### src/bbc_pkg.sv
// ----------------------------------------------------------------------------
// bbc_pkg
// Shared types and constants: bracket kinds, verdict codes, decoded word.
// ----------------------------------------------------------------------------
package bbc_pkg;

  localparam logic [7:0] CHAR_OPEN_ROUND   = 8'h28;
  localparam logic [7:0] CHAR_OPEN_SQUARE  = 8'h5B;
  localparam logic [7:0] CHAR_OPEN_CURLY   = 8'h7B;
  localparam logic [7:0] CHAR_CLOSE_ROUND  = 8'h29;
  localparam logic [7:0] CHAR_CLOSE_SQUARE = 8'h5D;
  localparam logic [7:0] CHAR_CLOSE_CURLY  = 8'h7D;

  typedef enum logic [1:0] {
    KIND_ROUND  = 2'd0,
    KIND_SQUARE = 2'd1,
    KIND_CURLY  = 2'd2
  } kind_t;

  typedef enum logic [1:0] {
    VERDICT_OK       = 2'd0,
    VERDICT_MISMATCH = 2'd1,
    VERDICT_UNCLOSED = 2'd2,
    VERDICT_OVERFLOW = 2'd3
  } verdict_t;

  typedef struct packed {
    logic  opening;
    logic  closing;
    kind_t kind;
    logic  last;
  } bbc_op_t;

endpackage

### src/bbc_back.sv
// ----------------------------------------------------------------------------
// bbc_back
// Runs the bracket stack: top entry in a register, lower entries in a memory,
// the one below the top also read ahead; verdict held in an output register.
// ----------------------------------------------------------------------------
module bbc_back
  import bbc_pkg::*;
#(
  parameter int STACK_DEPTH = 64
)(
  input  logic       clk,
  input  logic       rst,
  input  logic       q_valid,
  input  bbc_op_t    q_data,
  output logic       q_pop,
  output logic       out_valid,
  input  logic       out_ready,
  output logic       balanced,
  output logic [1:0] verdict
);

  localparam int AW = $clog2(STACK_DEPTH);
  localparam int FW = $clog2(STACK_DEPTH + 1);
  localparam logic [FW-1:0] FILL_FULL = FW'(STACK_DEPTH);

  kind_t    stack_mem [STACK_DEPTH];
  kind_t    top;
  kind_t    rd_data;
  kind_t    byp_data;
  kind_t    below;
  logic     byp_hit;
  logic [FW-1:0] fill;
  logic [FW-1:0] fill_after;
  logic [FW-1:0] fill_next;
  logic     err;
  verdict_t err_kind;
  logic     err_after;
  verdict_t kind_after;
  verdict_t verdict_now;
  logic     take;
  logic     active;
  logic     push_ok;
  logic     pop_ok;
  logic     overflow;
  logic     mismatch;
  logic     wr_en;
  logic [AW-1:0] wr_addr;
  logic [AW-1:0] rd_addr;

  assign below  = byp_hit ? byp_data : rd_data;
  assign q_pop  = take;
  assign take   = q_valid & (~q_data.last | ~out_valid | out_ready);
  assign active = ~err;

  always_comb begin
    push_ok  = q_data.opening & active & (fill != FILL_FULL);
    overflow = q_data.opening & active & (fill == FILL_FULL);
    pop_ok   = q_data.closing & active & (fill != '0) & (top == q_data.kind);
    mismatch = q_data.closing & active & ~((fill != '0) & (top == q_data.kind));

    priority if (push_ok) begin
      fill_after = fill + FW'(1);
    end else if (pop_ok) begin
      fill_after = fill - FW'(1);
    end else begin
      fill_after = fill;
    end

    err_after  = err | overflow | mismatch;
    kind_after = err_kind;
    if (overflow) begin
      kind_after = VERDICT_OVERFLOW;
    end else if (mismatch) begin
      kind_after = VERDICT_MISMATCH;
    end

    if (err_after) begin
      verdict_now = kind_after;
    end else if (fill_after != '0) begin
      verdict_now = VERDICT_UNCLOSED;
    end else begin
      verdict_now = VERDICT_OK;
    end

    if (!take) begin
      fill_next = fill;
    end else if (q_data.last) begin
      fill_next = '0;
    end else begin
      fill_next = fill_after;
    end

    wr_en   = take & push_ok & (fill != '0);
    wr_addr = AW'(fill - FW'(1));
    rd_addr = AW'(fill_next - FW'(2));
  end

  always_ff @(posedge clk) begin
    if (wr_en) begin
      stack_mem[wr_addr] <= top;
    end
    rd_data  <= stack_mem[rd_addr];
    byp_hit  <= wr_en & (wr_addr == rd_addr);
    byp_data <= top;
  end

  always_ff @(posedge clk) begin
    if (take & push_ok) begin
      top <= q_data.kind;
    end else if (take & pop_ok) begin
      top <= below;
    end
  end

  always_ff @(posedge clk) begin
    if (rst) begin
      fill     <= '0;
      err      <= 1'b0;
      err_kind <= VERDICT_OK;
    end else if (take) begin
      fill <= fill_next;
      if (q_data.last) begin
        err      <= 1'b0;
        err_kind <= VERDICT_OK;
      end else begin
        err      <= err_after;
        err_kind <= kind_after;
      end
    end
  end

  always_ff @(posedge clk) begin
    if (rst) begin
      out_valid <= 1'b0;
    end else if (take & q_data.last) begin
      out_valid <= 1'b1;
    end else if (out_ready) begin
      out_valid <= 1'b0;
    end
  end

  always_ff @(posedge clk) begin
    if (take & q_data.last) begin
      verdict  <= verdict_now;
      balanced <= (verdict_now == VERDICT_OK);
    end
  end

endmodule

### config.mk
export PLATFORM = sky130hd
export DESIGN_NAME = bbc_back
export DESIGN_NICKNAME = d
export VERILOG_FILES = /design/src/bbc_pkg.sv /design/src/bbc_back.sv
export SDC_FILE = /design/constraint.sdc
export NUM_CORES = 1
export LEC_CHECK = 0
export BUFFER_PORTS_ARGS = -buffer_cell sky130_fd_sc_hd__buf_4
export CAP_MARGIN = 0
export CORE_ASPECT_RATIO = 1.2
export CORE_UTILIZATION = 55
export DETAILED_ROUTE_END_ITERATION = 10
export PLACE_DENSITY = 0.71
export REMOVE_ABC_BUFFERS = 1
export SYNTH_ARGS = -nofsm -noshare
export SYNTH_HDL_FRONTEND = slang
export SYNTH_SLANG_ARGS = --single-unit
### constraint.sdc
create_clock -name clk -period 15.43 [get_ports clk]
set_input_delay 3.086 -clock clk [delete_from_list [all_inputs] [get_ports clk]]
set_output_delay 3.086 -clock clk [all_outputs]
set_load 0.05 [all_outputs]
==> qor.csv, run 1 <==
stage,metric,value,unit
logic_synthesis,"EDFF count, synth",133,
cells_and_area,diode count,0,
logic_synthesis,adder-cell area share of the yosys netlist,0.00531,
cells_and_area,most frequent cells in the layout,"edfxtp_1 (133), nor2_1 (97), mux2i_1 (60)",
worst_setup_path,crit path DAT,8150,ps
place,Post-DP Area,7200,um2
logic_synthesis,largest family of logic cells by synthesized area,multiplexers,
logic_synthesis,Yosys reg bits,149,
pwr,Leakage,0.00282,uW
pwr,Worst VDD drop,0.0937,mV
pwr,cell-internal power,722,uW
logic_synthesis,Mapped Cells,529,
drt,Via density,6.26,
die,DIE WIDTH,106,um
cells_and_area,final instance area,7790,um2
logic_synthesis,multiplexer area fraction after synthesis,0.139,
grt,largest net degree at the start of global routing,67,
place,HPWL after DPL,9960,um
cells_and_area,fraction of layout cells with a size suffix above 1,0.159,
sta,Max Slew Vio Count,0,
worst_setup_path,Startpoint Class,primary input,
cells_and_area,Layout area overhead,10.1,%
clocking,Clock Latency Late Sink,420,ps
sta,fmax,128,MHz
clocking,H-tree lvl count,4,
sta,Clock Skew,9.53,ps
grt,first-pass GRT wire length,24100,um
worst_setup_path,Slowest cell on crit path,or3_2,
grt,vias in the first global route,4568,
clocking,clock sink count,149,
worst_setup_path,largest stage delay on the critical path,870,ps
logic_synthesis,Mapped Avg Cell Area,13.4,um2
clocking,CTS Buf Count,17,
logic_synthesis,mapped cell area,7070,um2
logic_synthesis,Simple-Gate Fraction of Synth Area,0.113,
grt,Total GRT Usage,0.247,
pwr,Sw Pwr,235,uW
die,Die ar.,13300,um2
logic_synthesis,"Warnings, synthesis",0,
drt,via count,4493,
sta,Final Setup Violations,0,
logic_synthesis,ys flop type,edfxtp_1,
cells_and_area,Layout Nets,553,
worst_setup_path,Critical Path End Type,register,
clocking,clk root buf,clkbuf_16,
run_status,status,finished clean,
clocking,Post-CTS Setup Inserts,0,
drt,drc violations,0,
cells_and_area,"commonest non-fill, non-tap cell in the layout",edfxtp_1,
logic_synthesis,async set-or-reset flop fraction in the synthesized netlist,0,
worst_setup_path,CP Class,in -> reg,
worst_setup_path,required time of the worst setup path,15790,ps
flow_run,Max-Cap Viols,0,
logic_synthesis,sequential fraction of the synthesis area,0.610,
die,initial core utilization,0.561,
die,IO Count,14,
hold_path,HP Class,reg -> reg,
place,Placer Congestion,0.902,
logic_synthesis,largest cells by area after synthesis,"edfxtp_1 (56%), mux2i_1 (8.5%), nor2_1 (5.1%)",
pwr,PwrDens,123,nW/um2
sta,period utilisation layout,0.505,
clocking,clk slew on worst S/H paths,60,ps
cells_and_area,post-layout util,0.618,
sta,Tightest Pin Transition,977,ps
drt,ANT nets after route,0,
grt,total gr overflow,0,
logic_synthesis,Synth top area share,0.565,
clocking,post_cts resized,0,
drt,DRT iter0 DRCs,397,
pwr,clock network power share,0.432,
pwr,Reg power frac,0.469,
pwr,Net Sw Frac,0.246,
die,Vert. Die Dim,126,um
logic_synthesis,"Distinct cells, synth",68,
drt,Routed WL,15700,um
clocking,CTS tree,yes,
logic_synthesis,cell taking the most area after synthesis,edfxtp_1,
clocking,CTS Hold Buffers Added,0,
die,Floorplan Core Area,12600,um2
die,row count,45,
logic_synthesis,Compound-Gate Fraction of Synth Area,0.0770,
drt,wire per inst,21.9,um
logic_synthesis,xor-xnor portion of the synthesized cell area,0.0211,
pwr,Comb power frac,0.099,
sta,Final Critical Period,7790,ps
sta,relative slew slack,0.348,
worst_setup_path,cells along the critical path,buf_4 -> xor2_1 -> nor3_1 -> a32oi_1 -> a21o_1 -> a21oi_1 -> ha_1 -> or3_1 -> o22ai_1 -> a311o_1 -> or3_2 -> mux2i_1 -> a2111oi_0 -> a211oi_1 -> a2111oi_0 -> or3_1,
place,IO buf count,13,
sta,Final Hold Viols,0,
grt,initial antenna violation count,0,
clocking,clk buf depth,2,
sta,RSZ-0062 raised after global routing,no,
drt,drt pass-1 iters,5,
sta,setup TNS,0,ps
worst_setup_path,worst-path maximum fanout,32,
-- path summary, 6_finish.rpt --
check	from	end	slack, ps	cells past startpoint
worst max-delay path	q_data[2]	rd_data[1]	7640	16
worst min-delay path	out_valid	out_valid	490	2
worst max register to register	top[0]	rd_data[1]	9530	16
worst min register to register	out_valid	out_valid	490	2
-- flip-flops by register name, indices dropped and copies added, names as in the netlist --
register   flops
stack_mem    128
fill           7
byp_data       2
err_kind       2
rd_data        2
top            2
verdict        2
balanced       1
byp_hit        1
err            1
out_valid      1
-- area by class of cell --
class / instances / area [um2]
tap: 164 / 205
sequential: 149 / 4310
fill: 971 / 4820
inverter: 8 / 30.0
clock buffer: 17 / 425
timing repair buffer: 17 / 128
clock inverter: 15 / 168
multi-input combinational: 348 / 2520
-- power groups by stage --
| stage | combinational [uW] | sequential [uW] | clock (uW) |
|---|---|---|---|
| after global routing | 102 | 449 | 430 |
| after CTS | 94.8 | 449 | 416 |
| final | 95.0 | 449 | 413 |
| after floorplan | 61.0 | 462 | 0 |
| after detailed placement | 94.1 | 458 | 0 |
| after global placement | 92.8 | 458 | 0 |
-- kinds of logic after synthesis --
logic type      count (synthesis)
xor+xnor                       17
flops                         149
fa+ha+maj                       3
buf+inv                        32
compound gates                 69
mux                            83
simple gates                  176
-- critical path, delay by kind of cell --
kind	cells	cell delay, ps
adder cells (fa/ha/maj)	1	330
AO/OA/AOI/OAI	8	2290
AND/OR/NAND/NOR	4	1910
buffers and inverters	1	120
XOR/XNOR	1	180
multiplexers	1	230
-- per-stage QoR --
step	hold slack, ps	total power, uW	cells	setup WS, ps
after floorplan	457	523	505	7120
after global placement	468	550	686	7460
after detailed placement	479	552	686	7270
after CTS	490	959	718	7710
after global routing	540	981	718	7380
final	492	957	718	7640
-- Yosys cell counts (7+ instances only) --
| cell | number |
|---|---|
| xnor2_1 | 9 |
| buf_6 | 13 |
| edfxtp_1 | 133 |
| mux4_2 | 8 |
| nand2_1 | 30 |
| mux2i_1 | 60 |
| mux2_2 | 13 |
| nor2_1 | 97 |
| dfxtp_1 | 16 |
| a211oi_1 | 8 |
| nand3_1 | 7 |
| xor2_1 | 8 |
| a21oi_1 | 13 |
| nor3_1 | 8 |
| inv_1 | 7 |
-- per-layer routing --
metal	share of wire	routed length (um)	global-route usage	vias to the layer above
met2	0.52	8130	0.426	158
li1	-	-	-	2042
met3	0.045	704	0.0476	42
met1	0.40	6240	0.290	2251
met4	0.041	643	0.136	0
met5	0	0	0	-
Power figures use the tool's default switching activity.
==> inputs of run 2 (changes only) <==
PLACE_DENSITY = 0.74   (was 0.71)
clock period = 6.65 ns   (was 15.43 ns; I/O delays follow)
==> qor.csv, run 2 (synthesis results as in run 1) <==
stage,metric,value,unit
die,Die ar.,13300,um2
drt,Via density,6.09,
hold_path,min-delay src,out_valid,
hold_path,HP Class,reg -> reg,
die,Floorplan Core Area,12600,um2
sta,fmax,181,MHz
drt,drt pass-1 iters,6,
cells_and_area,multi-input logic area,2520,um2
drt,via count,4393,
worst_setup_path,Critical Path End Type,register,
pwr,clock network power share,0.436,
worst_setup_path,required time of the worst setup path,6950,ps
sta,fin worst setup slack,1120,ps
cells_and_area,Layout area overhead,10.6,%
worst_setup_path,Startpoint Class,register,
cells_and_area,diode count,0,
clocking,post_cts resized,0,
place,cell total after placement,689,
clocking,CTS Hold Buffers Added,0,
grt,largest net degree at the start of global routing,66,
place,"worst slack, placed",712,ps
worst_setup_path,Critical Path Source,fill[0],
sta,setup TNS,0,ps
cells_and_area,"commonest non-fill, non-tap cell in the layout",edfxtp_1,
worst_setup_path,worst-path maximum fanout,17,
sta,Tightest Pin Transition,727,ps
drt,wire per inst,21.1,um
die,row count,45,
sta,Max Slew Vio Count,0,
cells_and_area,Largest regs,"stack_mem x128, fill x7",
flow_run,Max-Cap Viols,0,
die,Vert. Die Dim,126,um
sta,Final Setup Violations,0,
cells_and_area,most flop-heavy register,stack_mem,
grt,Total GRT Usage,0.245,
sta,relative slew slack,0.515,
clocking,Post-CTS Setup Inserts,0,
sta,WHS,481,ps
worst_setup_path,crit path DAT,5820,ps
cells_and_area,fraction of layout cells with a size suffix above 1,0.160,
clocking,clk slew on worst S/H paths,60,ps
sta,period utilisation layout,0.831,
grt,total gr overflow,0,
drt,Routed WL,15200,um
cells_and_area,most frequent cells in the layout,"edfxtp_1 (133), nor2_1 (97), mux2i_1 (60)",
clocking,Clock Latency Late Sink,420,ps
grt,initial antenna violation count,0,
worst_setup_path,Worst R2R Start,fill[0],
place,Placer Congestion,0.900,
pwr,cell-internal power,1710,uW
pwr,Leakage,0.00285,uW
pwr,Worst VDD drop,0.192,mV
die,initial core utilization,0.561,
drt,ANT nets after route,0,
drt,DRT iter0 DRCs,307,
worst_setup_path,CP Class,reg -> reg,
clocking,clk root buf,clkbuf_16,
drt,drc violations,0,
pwr,Sw Pwr,521,uW
cells_and_area,fillcell total,973,
pwr,Reg power frac,0.467,
pwr,Net Sw Frac,0.234,
grt,vias in the first global route,4477,
place,HPWL after DPL,9730,um
pwr,Comb power frac,0.097,
clocking,clk buf depth,2,
run_status,status,finished clean,
clocking,clock sink count,149,
sta,Clock Skew,5.24,ps
sta,RSZ-0062 raised after global routing,no,
die,IO Count,14,
place,IO buf count,13,
clocking,H-tree lvl count,4,
pwr,PwrDens,285,nW/um2
grt,first-pass GRT wire length,24100,um
sta,Final Critical Period,5530,ps
sta,Final Hold Viols,0,
cells_and_area,non-filler instance count after layout,721,
pwr,total chip power,2230,uW
cells_and_area,max reg flops,128,
cells_and_area,Reg area,4310,um2
clocking,CTS Buf Count,17,
die,DIE WIDTH,106,um
cells_and_area,Layout Nets,556,
clocking,CTS tree,yes,
## run 2: cell count changes in the layout (fill, tap and decap cells not counted)
cell,previous run,this run
bufinv_16,2,3
clkinv_4,1,2
clkinv_2,1,2
clkinvlp_4,4,2
buf_4,17,20
inv_6,6,3
clkbuf_1,0,2
## run 2: metrics by stage
stage               instance area, um2   util
detailed placement                7220  0.572
floorplan                         6860      -
global placement                  7220  0.572
finish                            7820  0.620
global route                      7820  0.620
CTS                               7820  0.620
## run 2: critical path, cell delays in order, from the launching register on
cell	delay (ps)
dfxtp_1	570
inv_1	200
ha_1	330
and2_2	250
a21oi_1	330
a32oi_1	180
a21o_1	210
a21oi_1	300
ha_1	340
nor2b_1	90
a22o_1	230
a311o_1	340
or3_2	700
buf_4	340
mux2i_1	170
mux2i_1	100
mux2i_1	220
a2111oi_0	130
or3_1	370
## run 2: power groups by stage
stage | sequential [uW] | combinational [uW] | clock, uW
after floorplan | 1070 | 141 | 0
after global placement | 1060 | 213 | 0
after detailed placement | 1060 | 216 | 0
after CTS | 1040 | 217 | 980
after global routing | 1040 | 237 | 1020
final | 1040 | 217 | 972
## run 2: area by class of cell
| class | instances | share of cell area |
|---|---|---|
| Clock buffer | 19 | 0.0554 |
| Clock inverter | 13 | 0.0218 |
| Inverter | 8 | 0.00384 |
| Multi-Input combinational cell | 348 | 0.322 |
| Sequential cell | 149 | 0.552 |
| Tap cell | 164 | 0.0262 |
| Timing Repair Buffer | 20 | 0.0192 |
## run 2: worst paths after layout
| check | slack (ps) | endpoint | cells after the start |
|---|---|---|---|
| worst max register to register | 1120 | rd_data[1] | 18 |
| worst min register to register | 480 | out_valid | 2 |
| worst min-delay path | 480 | out_valid | 2 |
| worst max-delay path | 1120 | rd_data[1] | 18 |
## run 2: metal layers
layer	track usage	routed length, um	vias up
met1	0.296	6160	2202
li1	-	-	2033
met4	0.105	371	0
met2	0.426	8060	124
met3	0.0512	626	34
met5	0	0	-
==> inputs of run 3 (changes only) <==
ABC_AREA = 1   (was not set)
PLACE_DENSITY = 0.71   (was 0.74)
clock period = 5.26 ns   (was 6.65 ns; I/O delays follow)
==> qor.csv, run 3 <==
stage,metric,value,unit
cells_and_area,most flop-heavy register,stack_mem,
grt,Total GRT Usage,0.279,
worst_setup_path,crit path DAT,4470,ps
worst_setup_path,cell family with most CP delay,simple AND/OR/NAND/NOR gates,
cells_and_area,Layout area overhead,9.76,%
worst_setup_path,reg2reg setup slack,1150,ps
clocking,clk slew on worst S/H paths,60,ps
die,initial core utilization,0.565,
clocking,CTS tree,yes,
worst_setup_path,Bufs and invs on worst path,3,
cells_and_area,"commonest non-fill, non-tap cell in the layout",nand2_1,
logic_synthesis,Mapped Avg Cell Area,9.25,um2
drt,DRT iter0 DRCs,618,
cells_and_area,Layout Nets,826,
drt,drc violations,0,
sta,Final Hold Viols,0,
drt,Routed WL,18400,um
die,Vert. Die Dim,130,um
cells_and_area,fillcell total,1094,
sta,Tightest Pin Transition,724,ps
cells_and_area,non-filler instance count after layout,995,
clocking,Post-CTS Setup Inserts,0,
sta,setup TNS,0,ps
logic_synthesis,sequential fraction of the synthesis area,0.577,
logic_synthesis,largest family of logic cells by synthesized area,simple AND/OR/NAND/NOR gates,
die,IO Count,14,
worst_setup_path,Slowest cell on crit path,ha_1,
flow_run,Max-Cap Viols,0,
pwr,Net Sw Frac,0.245,
worst_setup_path,worst-path maximum fanout,66,
worst_setup_path,Critical Path End Type,register,
worst_setup_path,largest stage delay on the critical path,760,ps
sta,fmax,243,MHz
clocking,clk buf depth,2,
logic_synthesis,largest cells by area after synthesis,"edfxtp_1 (53%), nand2_1 (9.3%), nand3_1 (9.2%)",
die,DIE WIDTH,108,um
worst_setup_path,Startpoint Class,register,
sta,Final Critical Period,4110,ps
hold_path,HP Class,reg -> reg,
logic_synthesis,Mapped Cells,808,
pwr,Worst VDD drop,0.204,mV
die,Floorplan Core Area,13200,um2
pwr,Reg power frac,0.450,
cells_and_area,diode count,0,
drt,Via density,5.76,
pwr,clock network power share,0.433,
pwr,Comb power frac,0.117,
clocking,CTS Buf Count,17,
drt,wire per inst,18.5,um
die,Die ar.,14100,um2
worst_setup_path,CP Class,reg -> reg,
logic_synthesis,cell taking the most area after synthesis,edfxtp_1,
pwr,cell-internal power,2250,uW
clocking,post_cts resized,0,
logic_synthesis,Yosys reg bits,149,
logic_synthesis,Compound-Gate Fraction of Synth Area,0.0258,
worst_setup_path,required time of the worst setup path,5620,ps
logic_synthesis,multiplexer area fraction after synthesis,0,
logic_synthesis,mapped cell area,7470,um2
logic_synthesis,xor-xnor portion of the synthesized cell area,0.0114,
place,HPWL after DPL,11900,um
logic_synthesis,async set-or-reset flop fraction in the synthesized netlist,0,
logic_synthesis,"Distinct cells, synth",39,
run_status,status,finished clean,
logic_synthesis,Simple-Gate Fraction of Synth Area,0.290,
pwr,Sw Pwr,729,uW
logic_synthesis,"EDFF count, synth",133,
logic_synthesis,synth cell count leaders,"nand2_1 (185), nand3_1 (137), edfxtp_1 (133), inv_1 (101), nor2_1 (101)",
place,Placer Congestion,0.899,
cells_and_area,most frequent cells in the layout,"nand2_1 (185), nand3_1 (137), edfxtp_1 (133)",
clocking,Clock Latency Late Sink,420,ps
sta,period utilisation layout,0.782,
clocking,CTS Hold Buffers Added,0,
sta,Max Slew Vio Count,0,
logic_synthesis,most frequent cell after synthesis,nand2_1,
worst_setup_path,most frequent CP cell,nand3_1,
grt,total gr overflow,0,
sta,Clock Skew,9.54,ps
cells_and_area,max reg flops,128,
logic_synthesis,"Warnings, synthesis",0,
grt,initial antenna violation count,0,
worst_setup_path,cells along the critical path,buf_4 -> nand2_1 -> nand2_1 -> nor2_1 -> nand3_2 -> o211ai_1 -> nand3_1 -> nand2_1 -> inv_1 -> ha_1 -> clkinv_1 -> nand3_1 -> nand3_1 -> nand3_1 -> nand3_1 -> nand2_1,
sta,relative slew slack,0.517,
sta,Final Setup Violations,0,
grt,vias in the first global route,5581,
place,IO buf count,13,
drt,via count,5734,
sta,RSZ-0062 raised after global routing,no,
clocking,clock sink count,149,
grt,largest net degree at the start of global routing,67,
cells_and_area,fraction of layout cells with a size suffix above 1,0.100,
logic_synthesis,ys flop type,edfxtp_1,
logic_synthesis,Synth top area share,0.534,
clocking,H-tree lvl count,4,
pwr,PwrDens,363,nW/um2
cells_and_area,Largest regs,"stack_mem x128, fill x7",
pwr,Leakage,0.00333,uW
clocking,clk root buf,clkbuf_16,
grt,first-pass GRT wire length,29000,um
place,cell total after placement,963,
drt,ANT nets after route,0,
die,row count,46,
logic_synthesis,adder-cell area share of the yosys netlist,0.00502,
drt,drt pass-1 iters,5,
==> run 3: metrics by stage <==
stage / total power [uW] / util / worst slack [ps] / instance area (um2) / hold slack [ps]
after floorplan: 1590 / - / 867 / 7210 / 459
after global placement: 1700 / 0.572 / 1120 / 7570 / 473
after detailed placement: 1710 / 0.572 / 893 / 7570 / 484
after CTS: 2980 / 0.620 / 1180 / 8200 / 499
after global routing: 3060 / 0.620 / 747 / 8200 / 537
final: 2980 / 0.620 / 1150 / 8200 / 495
==> run 3: power by group through the flow <==
| stage | logic, uW | registers [uW] | clock network (uW) |
|---|---|---|---|
| after floorplan | 208 | 1380 | 0 |
| after global placement | 336 | 1360 | 0 |
| after detailed placement | 343 | 1360 | 0 |
| after CTS | 346 | 1340 | 1290 |
| after global routing | 383 | 1340 | 1340 |
| final | 350 | 1340 | 1290 |
==> run 3: cell families after synthesis <==
logic type | after synthesis
simple gates | 475
flops | 149
compound gates | 29
xor+xnor | 8
buf+inv | 144
fa+ha+maj | 3
==> run 3: layout make-up <==
class                      count  area [um2]  share of cell area
clock inverter                 9         153              0.0186
timing repair buffer          20         150              0.0183
clock buffer                  23         478              0.0583
multi-input combinational    515        2480               0.302
inverter                     111         417              0.0508
tap                          168         210              0.0256
sequential                   149        4310               0.526
==> run 3: worst register-to-register path, delay by kind of cell, from the launching register on <==
| family | cells | cell delay (ps) |
|---|---|---|
| adder cells (fa/ha/maj) | 1 | 760 |
| buffers and inverters | 3 | 1040 |
| AO/OA/AOI/OAI | 1 | 300 |
| AND/OR/NAND/NOR | 11 | 1580 |
| flip-flops | 1 | 390 |
==> run 3: path summary, 6_finish.rpt <==
kind	depth (start not counted)	start	end
worst max-delay path	16	top[1]	rd_data[1]
worst max register to register	16	top[1]	rd_data[1]
worst min-delay path	2	err_kind[0]	err_kind[0]
worst min register to register	2	err_kind[0]	err_kind[0]
==> run 3: routing by layer <==
layer  global-route usage  share of wire
met2                0.493           0.52
met4                0.125          0.032
met5                    0              0
met1                0.332           0.39
met3               0.0475          0.057
